## src/hsv2rgb_pkg.sv

```systemverilog
// Shared types and constants for the HSV to RGB pixel converter.
`default_nettype none
package hsv2rgb_pkg;

    // Degrees in one turn and in one hue sector
    localparam int DEG_TURN   = 360;
    localparam int SECTOR_DEG = 60;

    // 92 turns: moves any 16-bit signed hue onto a positive 17-bit value
    localparam logic [16:0] HUE_OFFSET = 17'd33120;

    // x / 360 for x < 2^17: (x * RECIP_360) >> 25, high by at most one
    localparam logic [16:0] RECIP_360       = 17'd93207;
    localparam int          RECIP_360_SHIFT = 25;
    localparam int          TURN_Q_W        = 8;

    // d / 60 for d <= 15300: (d * RECIP_60) >> 16, high by at most one
    localparam logic [10:0] RECIP_60       = 11'd1093;
    localparam int          RECIP_60_SHIFT = 16;
    localparam int          SCALED_W       = 14;

    typedef logic [7:0] t_chan;

    typedef enum logic [2:0] {
        SEC_RED_YEL = 3'd0,
        SEC_YEL_GRN = 3'd1,
        SEC_GRN_CYN = 3'd2,
        SEC_CYN_BLU = 3'd3,
        SEC_BLU_MAG = 3'd4,
        SEC_MAG_RED = 3'd5
    } t_sector;

endpackage
`default_nettype wire

```

## src/hsv_to_rgb_pixel.sv

```systemverilog
// HSV to 8-bit RGB pixel converter, top level.
// Throughput: one pixel per cycle while the output is not stalled; each of the
// ten stages has its own valid bit and fills bubbles while the output is stalled.
// Reset clears the stage valid bits only; data registers are not reset.
`default_nettype none
module hsv_to_rgb_pixel #(
    parameter int FRACTION_BITS = 12
) (
    input  wire logic        i_clk,
    input  wire logic        i_rst_n,
    input  wire logic        i_valid,
    output logic             o_ready,
    input  wire logic [15:0] i_hue_degrees,
    input  wire logic [15:0] i_saturation,
    input  wire logic [15:0] i_brightness,
    output logic             o_valid,
    input  wire logic        i_ready,
    output logic [7:0]       o_red,
    output logic [7:0]       o_green,
    output logic [7:0]       o_blue
);
    logic                         w_hue_valid, w_hue_ready;
    hsv2rgb_pkg::t_sector         w_hue_sector;
    logic [5:0]                   w_hue_rem;
    logic [FRACTION_BITS:0]       w_hue_sat, w_hue_val;

    logic                         w_trm_valid, w_trm_ready;
    hsv2rgb_pkg::t_sector         w_trm_sector;
    logic [hsv2rgb_pkg::SCALED_W-1:0] w_trm_q, w_trm_t;
    hsv2rgb_pkg::t_chan           w_trm_p, w_trm_v;

    hsv2rgb_hue #(
        .FRACTION_BITS(FRACTION_BITS)
    ) u_hue (
        .i_clk    (i_clk),
        .i_rst_n  (i_rst_n),
        .i_valid  (i_valid),
        .o_ready  (o_ready),
        .i_hue    (i_hue_degrees),
        .i_sat    (i_saturation),
        .i_val    (i_brightness),
        .o_valid  (w_hue_valid),
        .i_ready  (w_hue_ready),
        .o_sector (w_hue_sector),
        .o_rem    (w_hue_rem),
        .o_sat    (w_hue_sat),
        .o_val    (w_hue_val)
    );

    hsv2rgb_terms #(
        .FRACTION_BITS(FRACTION_BITS)
    ) u_terms (
        .i_clk      (i_clk),
        .i_rst_n    (i_rst_n),
        .i_valid    (w_hue_valid),
        .o_ready    (w_hue_ready),
        .i_sector   (w_hue_sector),
        .i_rem      (w_hue_rem),
        .i_sat      (w_hue_sat),
        .i_val      (w_hue_val),
        .o_valid    (w_trm_valid),
        .i_ready    (w_trm_ready),
        .o_sector   (w_trm_sector),
        .o_scaled_q (w_trm_q),
        .o_scaled_t (w_trm_t),
        .o_chan_p   (w_trm_p),
        .o_chan_v   (w_trm_v)
    );

    hsv2rgb_out u_out (
        .i_clk      (i_clk),
        .i_rst_n    (i_rst_n),
        .i_valid    (w_trm_valid),
        .o_ready    (w_trm_ready),
        .i_sector   (w_trm_sector),
        .i_scaled_q (w_trm_q),
        .i_scaled_t (w_trm_t),
        .i_chan_p   (w_trm_p),
        .i_chan_v   (w_trm_v),
        .o_valid    (o_valid),
        .i_ready    (i_ready),
        .o_red      (o_red),
        .o_green    (o_green),
        .o_blue     (o_blue)
    );

endmodule
`default_nettype wire

```

## src/hsv2rgb_hue.sv

```systemverilog
// Hue wrap and sector split, input clamping: four pipeline stages.
`default_nettype none
module hsv2rgb_hue #(
    parameter int FRACTION_BITS = 12
) (
    input  wire logic                      i_clk,
    input  wire logic                      i_rst_n,
    input  wire logic                      i_valid,
    output logic                           o_ready,
    input  wire logic [15:0]               i_hue,
    input  wire logic [15:0]               i_sat,
    input  wire logic [15:0]               i_val,
    output logic                           o_valid,
    input  wire logic                      i_ready,
    output hsv2rgb_pkg::t_sector           o_sector,
    output logic [5:0]                     o_rem,
    output logic [FRACTION_BITS:0]         o_sat,
    output logic [FRACTION_BITS:0]         o_val
);
    localparam int UW = FRACTION_BITS + 1;
    localparam logic [17:0] ONE = 18'd1 << FRACTION_BITS;

    function automatic logic [UW-1:0] clamp_unit(input logic [15:0] raw);
        logic signed [17:0] x;
        x = 18'(signed'(raw));
        if (x < 18'sd0) begin
            return '0;
        end else if (x > signed'(ONE)) begin
            return UW'(ONE);
        end else begin
            return UW'(x);
        end
    endfunction

    logic [3:0] r_vld;
    logic [3:0] w_en;

    logic [16:0]   r_s1_x;
    logic [UW-1:0] r_s1_sat, r_s1_val;

    logic [hsv2rgb_pkg::TURN_Q_W-1:0] r_s2_q;
    logic [16:0]   r_s2_x;
    logic [UW-1:0] r_s2_sat, r_s2_val;

    logic [8:0]    r_s3_h;
    logic [UW-1:0] r_s3_sat, r_s3_val;

    hsv2rgb_pkg::t_sector r_s4_sec;
    logic [5:0]    r_s4_rem;
    logic [UW-1:0] r_s4_sat, r_s4_val;

    logic [33:0]        w_prod;
    logic signed [17:0] w_diff;
    logic [8:0]         w_h;
    hsv2rgb_pkg::t_sector w_sec;
    logic [8:0]         w_base;

    always_comb begin
        w_en[3] = !r_vld[3] || i_ready;
        w_en[2] = !r_vld[2] || w_en[3];
        w_en[1] = !r_vld[1] || w_en[2];
        w_en[0] = !r_vld[0] || w_en[1];
    end

    assign o_ready = w_en[0];

    always_ff @(posedge i_clk) begin
        if (!i_rst_n) begin
            r_vld <= '0;
        end else begin
            if (w_en[0]) r_vld[0] <= i_valid;
            if (w_en[1]) r_vld[1] <= r_vld[0];
            if (w_en[2]) r_vld[2] <= r_vld[1];
            if (w_en[3]) r_vld[3] <= r_vld[2];
        end
    end

    always_comb begin
        w_prod = 34'(r_s1_x) * 34'(hsv2rgb_pkg::RECIP_360);
        w_diff = signed'({1'b0, r_s2_x})
               - signed'(18'(r_s2_q) * 18'(hsv2rgb_pkg::DEG_TURN));
        if (w_diff < 18'sd0) begin
            w_h = 9'(w_diff + 18'(hsv2rgb_pkg::DEG_TURN));
        end else begin
            w_h = 9'(w_diff);
        end
        if (r_s3_h >= 9'd300) begin
            w_sec  = hsv2rgb_pkg::SEC_MAG_RED;
            w_base = 9'd300;
        end else if (r_s3_h >= 9'd240) begin
            w_sec  = hsv2rgb_pkg::SEC_BLU_MAG;
            w_base = 9'd240;
        end else if (r_s3_h >= 9'd180) begin
            w_sec  = hsv2rgb_pkg::SEC_CYN_BLU;
            w_base = 9'd180;
        end else if (r_s3_h >= 9'd120) begin
            w_sec  = hsv2rgb_pkg::SEC_GRN_CYN;
            w_base = 9'd120;
        end else if (r_s3_h >= 9'd60) begin
            w_sec  = hsv2rgb_pkg::SEC_YEL_GRN;
            w_base = 9'd60;
        end else begin
            w_sec  = hsv2rgb_pkg::SEC_RED_YEL;
            w_base = 9'd0;
        end
    end

    always_ff @(posedge i_clk) begin
        if (w_en[0]) begin
            r_s1_x   <= 17'(signed'(i_hue)) + hsv2rgb_pkg::HUE_OFFSET;
            r_s1_sat <= clamp_unit(i_sat);
            r_s1_val <= clamp_unit(i_val);
        end
        if (w_en[1]) begin
            r_s2_q   <= w_prod[hsv2rgb_pkg::RECIP_360_SHIFT +: hsv2rgb_pkg::TURN_Q_W];
            r_s2_x   <= r_s1_x;
            r_s2_sat <= r_s1_sat;
            r_s2_val <= r_s1_val;
        end
        if (w_en[2]) begin
            r_s3_h   <= w_h;
            r_s3_sat <= r_s2_sat;
            r_s3_val <= r_s2_val;
        end
        if (w_en[3]) begin
            r_s4_sec <= w_sec;
            r_s4_rem <= 6'(r_s3_h - w_base);
            r_s4_sat <= r_s3_sat;
            r_s4_val <= r_s3_val;
        end
    end

    assign o_valid  = r_vld[3];
    assign o_sector = r_s4_sec;
    assign o_rem    = r_s4_rem;
    assign o_sat    = r_s4_sat;
    assign o_val    = r_s4_val;

endmodule
`default_nettype wire

```

## src/hsv2rgb_terms.sv

```systemverilog
// p, q and t term products and v, scaled by 255: four pipeline stages.
`default_nettype none
module hsv2rgb_terms #(
    parameter int FRACTION_BITS = 12
) (
    input  wire logic                          i_clk,
    input  wire logic                          i_rst_n,
    input  wire logic                          i_valid,
    output logic                               o_ready,
    input  wire hsv2rgb_pkg::t_sector          i_sector,
    input  wire logic [5:0]                    i_rem,
    input  wire logic [FRACTION_BITS:0]        i_sat,
    input  wire logic [FRACTION_BITS:0]        i_val,
    output logic                               o_valid,
    input  wire logic                          i_ready,
    output hsv2rgb_pkg::t_sector               o_sector,
    output logic [hsv2rgb_pkg::SCALED_W-1:0]   o_scaled_q,
    output logic [hsv2rgb_pkg::SCALED_W-1:0]   o_scaled_t,
    output hsv2rgb_pkg::t_chan                 o_chan_p,
    output hsv2rgb_pkg::t_chan                 o_chan_v
);
    localparam int UW = FRACTION_BITS + 1;
    localparam int AW = FRACTION_BITS + 6;
    localparam int BW = UW + AW;
    localparam int PW = 2 * UW;
    localparam int SH = 2 * FRACTION_BITS;
    localparam logic [UW-1:0] ONE       = UW'(1) << FRACTION_BITS;
    localparam logic [AW-1:0] SIXTY_ONE = AW'(hsv2rgb_pkg::SECTOR_DEG) << FRACTION_BITS;

    logic [3:0] r_vld;
    logic [3:0] w_en;

    hsv2rgb_pkg::t_sector r_t1_sec, r_t2_sec, r_t3_sec, r_t4_sec;
    logic [AW-1:0] r_t1_sr_q, r_t1_sr_t;
    logic [UW-1:0] r_t1_oms, r_t1_val;
    logic [AW-1:0] r_t2_a_q, r_t2_a_t;
    logic [UW-1:0] r_t2_oms, r_t2_val;
    logic [BW-1:0] r_t3_b_q, r_t3_b_t;
    logic [PW-1:0] r_t3_b_p;
    logic [UW-1:0] r_t3_val;
    logic [hsv2rgb_pkg::SCALED_W-1:0] r_t4_q, r_t4_t;
    hsv2rgb_pkg::t_chan r_t4_p, r_t4_v;

    logic [5:0]      w_rem_c;
    logic [BW+7:0]   w_c_q, w_c_t;
    logic [PW+7:0]   w_c_p;
    logic [UW+7:0]   w_c_v;

    always_comb begin
        w_en[3] = !r_vld[3] || i_ready;
        w_en[2] = !r_vld[2] || w_en[3];
        w_en[1] = !r_vld[1] || w_en[2];
        w_en[0] = !r_vld[0] || w_en[1];
    end

    assign o_ready = w_en[0];

    always_ff @(posedge i_clk) begin
        if (!i_rst_n) begin
            r_vld <= '0;
        end else begin
            if (w_en[0]) r_vld[0] <= i_valid;
            if (w_en[1]) r_vld[1] <= r_vld[0];
            if (w_en[2]) r_vld[2] <= r_vld[1];
            if (w_en[3]) r_vld[3] <= r_vld[2];
        end
    end

    // 255*x as (x << 8) - x
    always_comb begin
        w_rem_c = 6'(hsv2rgb_pkg::SECTOR_DEG) - i_rem;
        w_c_q   = {r_t3_b_q, 8'd0} - (BW+8)'(r_t3_b_q);
        w_c_t   = {r_t3_b_t, 8'd0} - (BW+8)'(r_t3_b_t);
        w_c_p   = {r_t3_b_p, 8'd0} - (PW+8)'(r_t3_b_p);
        w_c_v   = {r_t3_val, 8'd0} - (UW+8)'(r_t3_val);
    end

    always_ff @(posedge i_clk) begin
        if (w_en[0]) begin
            r_t1_sec  <= i_sector;
            r_t1_sr_q <= AW'(i_sat) * AW'(i_rem);
            r_t1_sr_t <= AW'(i_sat) * AW'(w_rem_c);
            r_t1_oms  <= ONE - i_sat;
            r_t1_val  <= i_val;
        end
        if (w_en[1]) begin
            r_t2_sec <= r_t1_sec;
            r_t2_a_q <= SIXTY_ONE - r_t1_sr_q;
            r_t2_a_t <= SIXTY_ONE - r_t1_sr_t;
            r_t2_oms <= r_t1_oms;
            r_t2_val <= r_t1_val;
        end
        if (w_en[2]) begin
            r_t3_sec <= r_t2_sec;
            r_t3_b_q <= BW'(r_t2_val) * BW'(r_t2_a_q);
            r_t3_b_t <= BW'(r_t2_val) * BW'(r_t2_a_t);
            r_t3_b_p <= PW'(r_t2_val) * PW'(r_t2_oms);
            r_t3_val <= r_t2_val;
        end
        if (w_en[3]) begin
            r_t4_sec <= r_t3_sec;
            r_t4_q   <= w_c_q[SH +: hsv2rgb_pkg::SCALED_W];
            r_t4_t   <= w_c_t[SH +: hsv2rgb_pkg::SCALED_W];
            r_t4_p   <= w_c_p[SH +: 8];
            r_t4_v   <= w_c_v[FRACTION_BITS +: 8];
        end
    end

    assign o_valid    = r_vld[3];
    assign o_sector   = r_t4_sec;
    assign o_scaled_q = r_t4_q;
    assign o_scaled_t = r_t4_t;
    assign o_chan_p   = r_t4_p;
    assign o_chan_v   = r_t4_v;

endmodule
`default_nettype wire

```

## src/hsv2rgb_out.sv

```systemverilog
// Divide q and t terms by 60 and route channels by sector: two stages.
`default_nettype none
module hsv2rgb_out (
    input  wire logic                          i_clk,
    input  wire logic                          i_rst_n,
    input  wire logic                          i_valid,
    output logic                               o_ready,
    input  wire hsv2rgb_pkg::t_sector          i_sector,
    input  wire logic [hsv2rgb_pkg::SCALED_W-1:0] i_scaled_q,
    input  wire logic [hsv2rgb_pkg::SCALED_W-1:0] i_scaled_t,
    input  wire hsv2rgb_pkg::t_chan            i_chan_p,
    input  wire hsv2rgb_pkg::t_chan            i_chan_v,
    output logic                               o_valid,
    input  wire logic                          i_ready,
    output hsv2rgb_pkg::t_chan                 o_red,
    output hsv2rgb_pkg::t_chan                 o_green,
    output hsv2rgb_pkg::t_chan                 o_blue
);
    localparam int DW = hsv2rgb_pkg::SCALED_W;
    localparam int MW = DW + 11;

    logic [1:0] r_vld;
    logic [1:0] w_en;

    hsv2rgb_pkg::t_sector r_o1_sec;
    logic [MW-1:0] r_o1_m_q, r_o1_m_t;
    logic [DW-1:0] r_o1_d_q, r_o1_d_t;
    hsv2rgb_pkg::t_chan r_o1_p, r_o1_v;
    hsv2rgb_pkg::t_chan r_red, r_green, r_blue;

    logic [8:0] w_est_q, w_est_t;
    hsv2rgb_pkg::t_chan w_cq, w_ct;

    always_comb begin
        w_en[1] = !r_vld[1] || i_ready;
        w_en[0] = !r_vld[0] || w_en[1];
    end

    assign o_ready = w_en[0];

    always_ff @(posedge i_clk) begin
        if (!i_rst_n) begin
            r_vld <= '0;
        end else begin
            if (w_en[0]) r_vld[0] <= i_valid;
            if (w_en[1]) r_vld[1] <= r_vld[0];
        end
    end

    // reciprocal estimate may be one high
    always_comb begin
        w_est_q = r_o1_m_q[hsv2rgb_pkg::RECIP_60_SHIFT +: 9];
        w_est_t = r_o1_m_t[hsv2rgb_pkg::RECIP_60_SHIFT +: 9];
        if ((DW+1)'(w_est_q) * (DW+1)'(hsv2rgb_pkg::SECTOR_DEG) > (DW+1)'(r_o1_d_q)) begin
            w_cq = 8'(w_est_q - 9'd1);
        end else begin
            w_cq = 8'(w_est_q);
        end
        if ((DW+1)'(w_est_t) * (DW+1)'(hsv2rgb_pkg::SECTOR_DEG) > (DW+1)'(r_o1_d_t)) begin
            w_ct = 8'(w_est_t - 9'd1);
        end else begin
            w_ct = 8'(w_est_t);
        end
    end

    always_ff @(posedge i_clk) begin
        if (w_en[0]) begin
            r_o1_sec <= i_sector;
            r_o1_m_q <= MW'(i_scaled_q) * MW'(hsv2rgb_pkg::RECIP_60);
            r_o1_m_t <= MW'(i_scaled_t) * MW'(hsv2rgb_pkg::RECIP_60);
            r_o1_d_q <= i_scaled_q;
            r_o1_d_t <= i_scaled_t;
            r_o1_p   <= i_chan_p;
            r_o1_v   <= i_chan_v;
        end
        if (w_en[1]) begin
            case (r_o1_sec)
                hsv2rgb_pkg::SEC_YEL_GRN: begin
                    r_red <= w_cq;   r_green <= r_o1_v; r_blue <= r_o1_p;
                end
                hsv2rgb_pkg::SEC_GRN_CYN: begin
                    r_red <= r_o1_p; r_green <= r_o1_v; r_blue <= w_ct;
                end
                hsv2rgb_pkg::SEC_CYN_BLU: begin
                    r_red <= r_o1_p; r_green <= w_cq;   r_blue <= r_o1_v;
                end
                hsv2rgb_pkg::SEC_BLU_MAG: begin
                    r_red <= w_ct;   r_green <= r_o1_p; r_blue <= r_o1_v;
                end
                hsv2rgb_pkg::SEC_MAG_RED: begin
                    r_red <= r_o1_v; r_green <= r_o1_p; r_blue <= w_cq;
                end
                default: begin
                    r_red <= r_o1_v; r_green <= w_ct;   r_blue <= r_o1_p;
                end
            endcase
        end
    end

    assign o_valid = r_vld[1];
    assign o_red   = r_red;
    assign o_green = r_green;
    assign o_blue  = r_blue;

endmodule
`default_nettype wire
```

## config.mk

```make
export PLATFORM = sky130hd
export DESIGN_NAME = hsv_to_rgb_pixel
export DESIGN_NICKNAME = d
export VERILOG_FILES = /design/src/hsv2rgb_pkg.sv /design/src/hsv_to_rgb_pixel.sv /design/src/hsv2rgb_hue.sv /design/src/hsv2rgb_terms.sv /design/src/hsv2rgb_out.sv
export SDC_FILE = /design/constraint.sdc
export NUM_CORES = 2
export LEC_CHECK = 0
export BUFFER_PORTS_ARGS = -buffer_cell sky130_fd_sc_hd__buf_2
export CELL_PAD_IN_SITES_DETAIL_PLACEMENT = 1
export CELL_PAD_IN_SITES_GLOBAL_PLACEMENT = 1
export CORE_ASPECT_RATIO = 1.75
export CORE_MARGIN = 2
export CORE_UTILIZATION = 50
export DETAILED_ROUTE_END_ITERATION = 8
export GPL_TIMING_DRIVEN = 0
export MAX_ROUTING_LAYER = met4
export PLACE_DENSITY_LB_ADDON = 0.1
export SLEW_MARGIN = 30
export SYNTH_ARGS = -nofsm -noshare
export SYNTH_HDL_FRONTEND = slang
export SYNTH_SLANG_ARGS = --single-unit
export TNS_END_PERCENT = 20
```

## constraint.sdc

```tcl
create_clock -name i_clk -period 8.69 [get_ports i_clk]
set_input_delay 1.738 -clock i_clk [delete_from_list [all_inputs] [get_ports i_clk]]
set_output_delay 1.738 -clock i_clk [all_outputs]
set_load 0.05 [all_outputs]
```

Word level (Yosys, flattened, before mapping)
Cells that the tools add are included.

word-level totals
  register bits after elaboration = 576
  input port bits = 52
  output and inout port bits = 26

cells by class
  add/subtract/negate cells = 14
  multipliers = 11
  magnitude comparators = 12
  equality and inequality tests = 5
  multiplexer cells = 17
  reduce and logical (&&, ||, !) cells = 27

operator list
  kind                      number
  $sub A38 B31 Y38          2
  $pmux W8 S3               3
  $mul A13 B18 Y31          2
  $mul A14 B11 Y25 const B  2
  $mul A13 B6 Y18           2
  $sub A18 B18 Y18 const A  2
  $mul A17 B17 Y33 const B  1
  $gt A16 B14 Y1 const B    2
  $lt A16 B1 Y1 const B     2
  $sub A32 B26 Y32          1
  $gt A15 B14 Y1            2
  $mux W6                   5
  $mul A13 B13 Y26          1
  $mul A9 B4 Y13 const B    2
  $mux W13                  2
  $sub A20 B13 Y20          1
  $ge A9 B8 Y1 const B      2
  $lt A18 B1 Y1 const B     1
  $sub A17 B17 Y18          1
  $add A17 B16 Y17 const B  1
  $mux W8                   2
  $sub A8 B1 Y8 const B     2
  $mul A8 B6 Y14 const B    1
  $reduce_or A2 Y1          7
  15 further kinds          37

Depth between registers and ports, before layout
  depth after elaboration = 11
  gate-level depth with buffers = 24

Modules after synthesis
A second synthesis with hierarchy kept.

second synthesis, totals
  cell total of the unflattened synthesis = 5666
  area total of the unflattened synthesis = 58506.1 um^2

by module, submodules not included
  module         times used  cells an instance  area each (um^2)  seq. area each (um^2)
  hsv2rgb_terms  1           3834               37368.3           8428.1
  hsv2rgb_hue    1           934                11713.7           5004.8
  hsv2rgb_out    1           898                9424.0            2712.6

Worst setup path before layout
OpenSTA, ideal clock, no wires.

  path type = reg2reg
  start = reg u_terms.r_t2_val[1]
  end = reg u_terms.r_t3_b_p[25], data pin
  library setup time = 259 ps
  arrival time = 5666 ps
  data required time = 8431 ps
  slack = 2765 ps
  cell stages (with the launch flop) = 23
  buffers on the path = 2
  period minus slack after synthesis = 5925 ps
  path through = edfxtp_1 > clkbuf_1 > clkbuf_1 > nand2_1 > fa_1 > fa_1 > inv_1 > fa_1 > fa_1 > inv_1 > fa_1 > inv_1 > ha_1 > and3_1 > a221o_1 > nand2_1 > nand2_1 > a21o_1 > nor4_1 > nor2_1 > a211oi_1 > a21oi_1 > xnor2_1

on the way
  word-level cells in the longest chain between the ends = 1

ends and longest elaborated chain
  what                    line                 source
  from (decl)             hsv2rgb_terms.sv:37  logic [UW-1:0] r_t2_oms, r_t2_val;
  from (signal assigned)  hsv2rgb_terms.sv:91  r_t2_val <= r_t1_val;
  $mul A13 B13 Y26        hsv2rgb_terms.sv:97  r_t3_b_p <= PW'(r_t2_val) * PW'(r_t2_oms);
  to (signal assigned)    hsv2rgb_terms.sv:97
  to (decl)               hsv2rgb_terms.sv:39  logic [PW-1:0] r_t3_b_p;

Every way passes these cells.
A chain may end at the register's enable or synchronous reset.

Worst setup path after layout
  start = reg u_terms.r_t2_val[5]
  end = reg u_terms.r_t3_b_p[25], data pin

The elaborated chain is that of the path after synthesis.

==> run summary <==
The number of max-capacitance violations reported is 0. The placed instances occupy a cell area of 60100 µm². The flow ran to the end, and the final reports show no timing, DRC or antenna violations. The net count after synthesis is 6996.

The cell internal power dissipation came out at 11600 µW. The final critical path takes up between 90% and 100% of the cycle. The total chip power is 21800 µW. Counting flops with a built-in enable in the synthesized netlist gives 531. The worst relative slew slack came out at 26.8%. The final critical delay including setup and external delays came out at 7910 ps. The maximum root-to-sink buffer count came out at 3. The proportion of layout cells with a drive suffix above 1 is 4.28%. The final hold violation count is 0.

The peak clock frequency supported by timing came out at around 130 MHz. The area fraction of the dominant cell type after synthesis came out at 27.7%. The wire length per cell is 21.5 µm. STA puts the critical path data arrival time at 8290 ps.

In this run, synthesis produced a sequential element count of 541. The worst setup path is of the flip-flop to flip-flop kind. The number of failing setup endpoints in the final timing report came out at 0. The first global-routing pass estimated 244 mm of wire.

The number of buffers inserted to repair setup after CTS is 0. TritonCTS built the clock tree. STA puts the critical path data required time at 9070 ps. The register area came out at ~16000 µm².

The core region is 114000 µm². The area growth from synthesis to layout is 7.62%. The post-synthesis share of cell area spent on xor and xnor gates is 4.03%. The die outline area is 118000 µm². The cell count after synthesis came out at 5508. The worst hold margin came out at 410 ps. The total area of multi-input combinational cells came out at around 36000 µm². The netlist area before placement came out at ~58000 µm². The peak supply drop came out at 305 µV. Counting the buffers created by CTS gives 55. The total global-route track usage is about 28%.

The number of primary I/O pins is just under 80. The starting DRC count in detailed routing is around 1500. The actual slew at the worst max-slew pin came out at 1100 ps. The summed negative setup slack over all endpoints is 0 ps.

Summing the areas of all compound-gate instances in the mapped netlist gives 6.70% of the synthesized area. The tree is rooted in a sky130_fd_sc_hd__clkbuf_16. Of the total power, the share spent switching nets is 46.8%. The leakage power came out at slightly above 0.03 µW. The switching power total is 10200 µW. The multiplexer fraction of the synthesized cell area is 0.189%. The final net count is 7137. Summed over all instances, the cell type with the most area after synthesis is sky130_fd_sc_hd__edfxtp_1. Clock latency on the worst-skew pair, taken at its later pin, is 670 ps. The final weighted congestion of routability-driven global placement is 0.954.

The biggest fanout along the worst timing path is 10. The half-perimeter wire length after placement came out at 132 mm. The DRC violation count after routing came out at 0. The H-tree was split into 2 levels. By area, the combinational part of the netlist is dominated by adder cells. Entering global routing, the biggest net connects 74 pins. Buffers placed on the I/O ports in this run total 76. In the layout the commonest cells are 1187 x sky130_fd_sc_hd__inv_1, 721 x sky130_fd_sc_hd__ha_1, 715 x sky130_fd_sc_hd__fa_1. The number of global-route vias before repair came to 44600.

For this run, the leading register cell type out of synthesis is sky130_fd_sc_hd__edfxtp_1. The number of inserted filler cells in the final layout came out at 12600. Sorting the synthesized cells by area gives the leading types as sky130_fd_sc_hd__edfxtp_1 28%, sky130_fd_sc_hd__fa_1 25%, sky130_fd_sc_hd__ha_1 16%, sky130_fd_sc_hd__inv_1 7.8%, sky130_fd_sc_hd__and2_1 4.6%. The routed layout has 38900 vias. Leaving out fill and tap cells, the most frequent cell in the layout is sky130_fd_sc_hd__inv_1. The post-cts resize count came out at 0. The path class of the tightest hold or removal check is flip-flop to flip-flop. The mean cell area of the mapped netlist came out at 10.4 µm². Setup repair after global routing left no endpoint under its margin. Clock-pin slew was measured on the worst setup and hold paths at 80 ps. The number of warnings reported in the yosys synthesis log came out at 0. The number of clock sinks is between 500 and 600. The number of antenna violations at the first check in global routing is 0. The number of placement rows came out at 164. The aggregate routed wire length is between 150 and 200 mm. The clock share of power came out at 11.4%. The max-slew violation count was 0. The remaining number of nets flagged by the antenna check after routing came out at 0. The share of total power in combinational logic came out at 67.9%. The total of hold buffers inserted after clock tree synthesis came out at 0. The overall overflow remaining after global route came out at 0.

From left edge to right edge, the die measures around 260 µm. The worst setup path is launched from a flip-flop. The ratio of routed vias to standard cells is 5.41. The post-synthesis share of cell area spent on and, or, nand and nor gates is 11.6%.

After Yosys synthesis, full adders, half adders and majority gates account for around two fifths of the synthesized area. The effective utilization at floorplan is 50.4%. The fraction of registers with async set/reset is 0%.

Between clock sinks in the finished design, the worst skew comes to 34.3 ps. For this design the ratio of total power to cell area is 352 nW/µm². Summing all non-filler instances in the final layout gives an area of 61900 µm².

Before antenna repair, the detailed router went through 5 iterations. The worst setup path is captured at a flip-flop. The distinct cell type count after synthesis is just over 90.

The sequential-to-total area share from yosys stat is 28.1%. The share of power burned in registers is 20.7%. The y dimension of the die is 453 µm.
==> through the flow <==
stage / utilization, % / setup WS (ps) / std cells
floorplan: - / 2770 / 5508
global placement: 52.4 / 671 / 7078
detailed placement: 52.6 / 895 / 7086
CTS: 54.3 / 791 / 7189
global route: 54.3 / 557 / 7189
finish: 54.3 / 777 / 7191
==> area by class of cell <==
type	count	share of cell area (%)
multi-input cells	3615	58.7
flip-flops and latches	541	26.1
inverters	1192	7.24
well taps	1494	3.02
clock buffers	63	2.31
plain buffers	160	1.02
repair buffers	84	0.933
clock inverters	40	0.711
diodes	2	0.00808
==> path summary, 6_finish.rpt <==
kind	start	endpoint	slack, ps	depth (start not counted)
worst max-delay path	u_terms.r_t2_val[5]	u_terms.r_t3_b_p[25]	780	22
worst max register to register	u_terms.r_t2_val[5]	u_terms.r_t3_b_p[25]	780	22
worst min-delay path	u_terms.r_t1_sec[2]	u_terms.r_t2_sec[2]	410	0
worst min register to register	u_terms.r_t1_sec[2]	u_terms.r_t2_sec[2]	410	0
==> kinds of logic after synthesis <==
logic type	count (synthesis)
adders and majority gates	1437
buffers and inverters	1352
and+or+nand+nor	1333
AOI/OAI and AO/OA	571
DFF	541
xor gates and xnor gates	264
muxes	10
==> power groups by stage <==
| stage | Combinational [µW] | Clock, µW | Sequential (µW) |
|---|---|---|---|
| after floorplan | 10800 | 0 | 4420 |
| after global placement | 14300 | 0 | 4550 |
| after detailed placement | 15000 | 0 | 4580 |
| after CTS | 15200 | 2550 | 4520 |
| after global routing | 16900 | 2630 | 4570 |
| final | 14800 | 2480 | 4520 |
==> cells in the mapped netlist, types with 5 or more instances <==
library cell	n
sky130_fd_sc_hd__inv_1	1192
sky130_fd_sc_hd__ha_1	721
sky130_fd_sc_hd__fa_1	715
sky130_fd_sc_hd__edfxtp_1	531
sky130_fd_sc_hd__nand2_1	482
sky130_fd_sc_hd__and2_1	427
sky130_fd_sc_hd__xnor2_1	194
sky130_fd_sc_hd__nor2_1	160
sky130_fd_sc_hd__a21oi_1	159
sky130_fd_sc_hd__clkbuf_1	155
sky130_fd_sc_hd__o21ai_0	96
sky130_fd_sc_hd__a21o_1	77
sky130_fd_sc_hd__xor2_1	69
sky130_fd_sc_hd__nor3_1	48
sky130_fd_sc_hd__nand3_1	42
sky130_fd_sc_hd__o21a_1	42
sky130_fd_sc_hd__o21bai_1	32
sky130_fd_sc_hd__nor2b_1	30
sky130_fd_sc_hd__nand2b_1	24
sky130_fd_sc_hd__nand4_1	22
sky130_fd_sc_hd__nor4_1	21
sky130_fd_sc_hd__and3_1	19
sky130_fd_sc_hd__a31oi_1	18
sky130_fd_sc_hd__a211oi_1	16
sky130_fd_sc_hd__or3_1	15
sky130_fd_sc_hd__a211o_1	11
sky130_fd_sc_hd__o211ai_1	11
sky130_fd_sc_hd__or2_2	11
sky130_fd_sc_hd__dfxtp_1	10
sky130_fd_sc_hd__o31ai_1	10
sky130_fd_sc_hd__a221oi_1	7
sky130_fd_sc_hd__a2111oi_0	6
sky130_fd_sc_hd__a32oi_1	6
sky130_fd_sc_hd__mux2i_1	6
sky130_fd_sc_hd__or4_1	6
sky130_fd_sc_hd__a21boi_0	5
sky130_fd_sc_hd__a221o_1	5
sky130_fd_sc_hd__and4_1	5
sky130_fd_sc_hd__nor3b_1	5
sky130_fd_sc_hd__o21ai_1	5
sky130_fd_sc_hd__o31a_1	5
==> registers in the layout, summed over array words and instances (netlist names), 14 cells and up <==
signal	count
u_terms.r_t3_b_t	31
u_terms.r_t3_b_q	30
u_terms.r_t3_b_p	26
u_terms.r_t1_sr_t	18
u_terms.r_t2_a_t	18
u_hue.r_s1_x	17
u_hue.r_s2_x	17
u_terms.r_t1_sr_q	17
u_terms.r_t2_a_q	17
u_out.r_o1_d_q	14
u_out.r_o1_d_t	14
u_terms.o_scaled_q	14
u_terms.o_scaled_t	14
==> layer usage <==
layer	GRT usage, %	vias to the layer above	part of all wire (%)
met5	-	-	0
met4	18.3	0	8.1
met3	2.49	393	2.8
met2	52.8	708	55
met1	26.8	19900	34
li1	-	17900	-
==> critical path: stages, from the launching register on <==
cell and delay (ps):
sky130_fd_sc_hd__edfxtp_1 510, sky130_fd_sc_hd__clkbuf_1 760, sky130_fd_sc_hd__clkbuf_1 880, sky130_fd_sc_hd__nand2_1 210
sky130_fd_sc_hd__fa_1 580, sky130_fd_sc_hd__inv_1 80, sky130_fd_sc_hd__fa_1 480, sky130_fd_sc_hd__fa_1 540
sky130_fd_sc_hd__fa_1 560, sky130_fd_sc_hd__inv_1 60, sky130_fd_sc_hd__fa_1 540, sky130_fd_sc_hd__inv_1 50
sky130_fd_sc_hd__ha_1 330, sky130_fd_sc_hd__and3_1 210, sky130_fd_sc_hd__a221o_1 350, sky130_fd_sc_hd__nand2_1 80
sky130_fd_sc_hd__nand2_1 50, sky130_fd_sc_hd__a21o_1 210, sky130_fd_sc_hd__nor4_1 270, sky130_fd_sc_hd__nor2_1 140
sky130_fd_sc_hd__a211oi_1 390, sky130_fd_sc_hd__a21oi_1 160, sky130_fd_sc_hd__xnor2_1 180
Power figures use the tool's default switching activity.
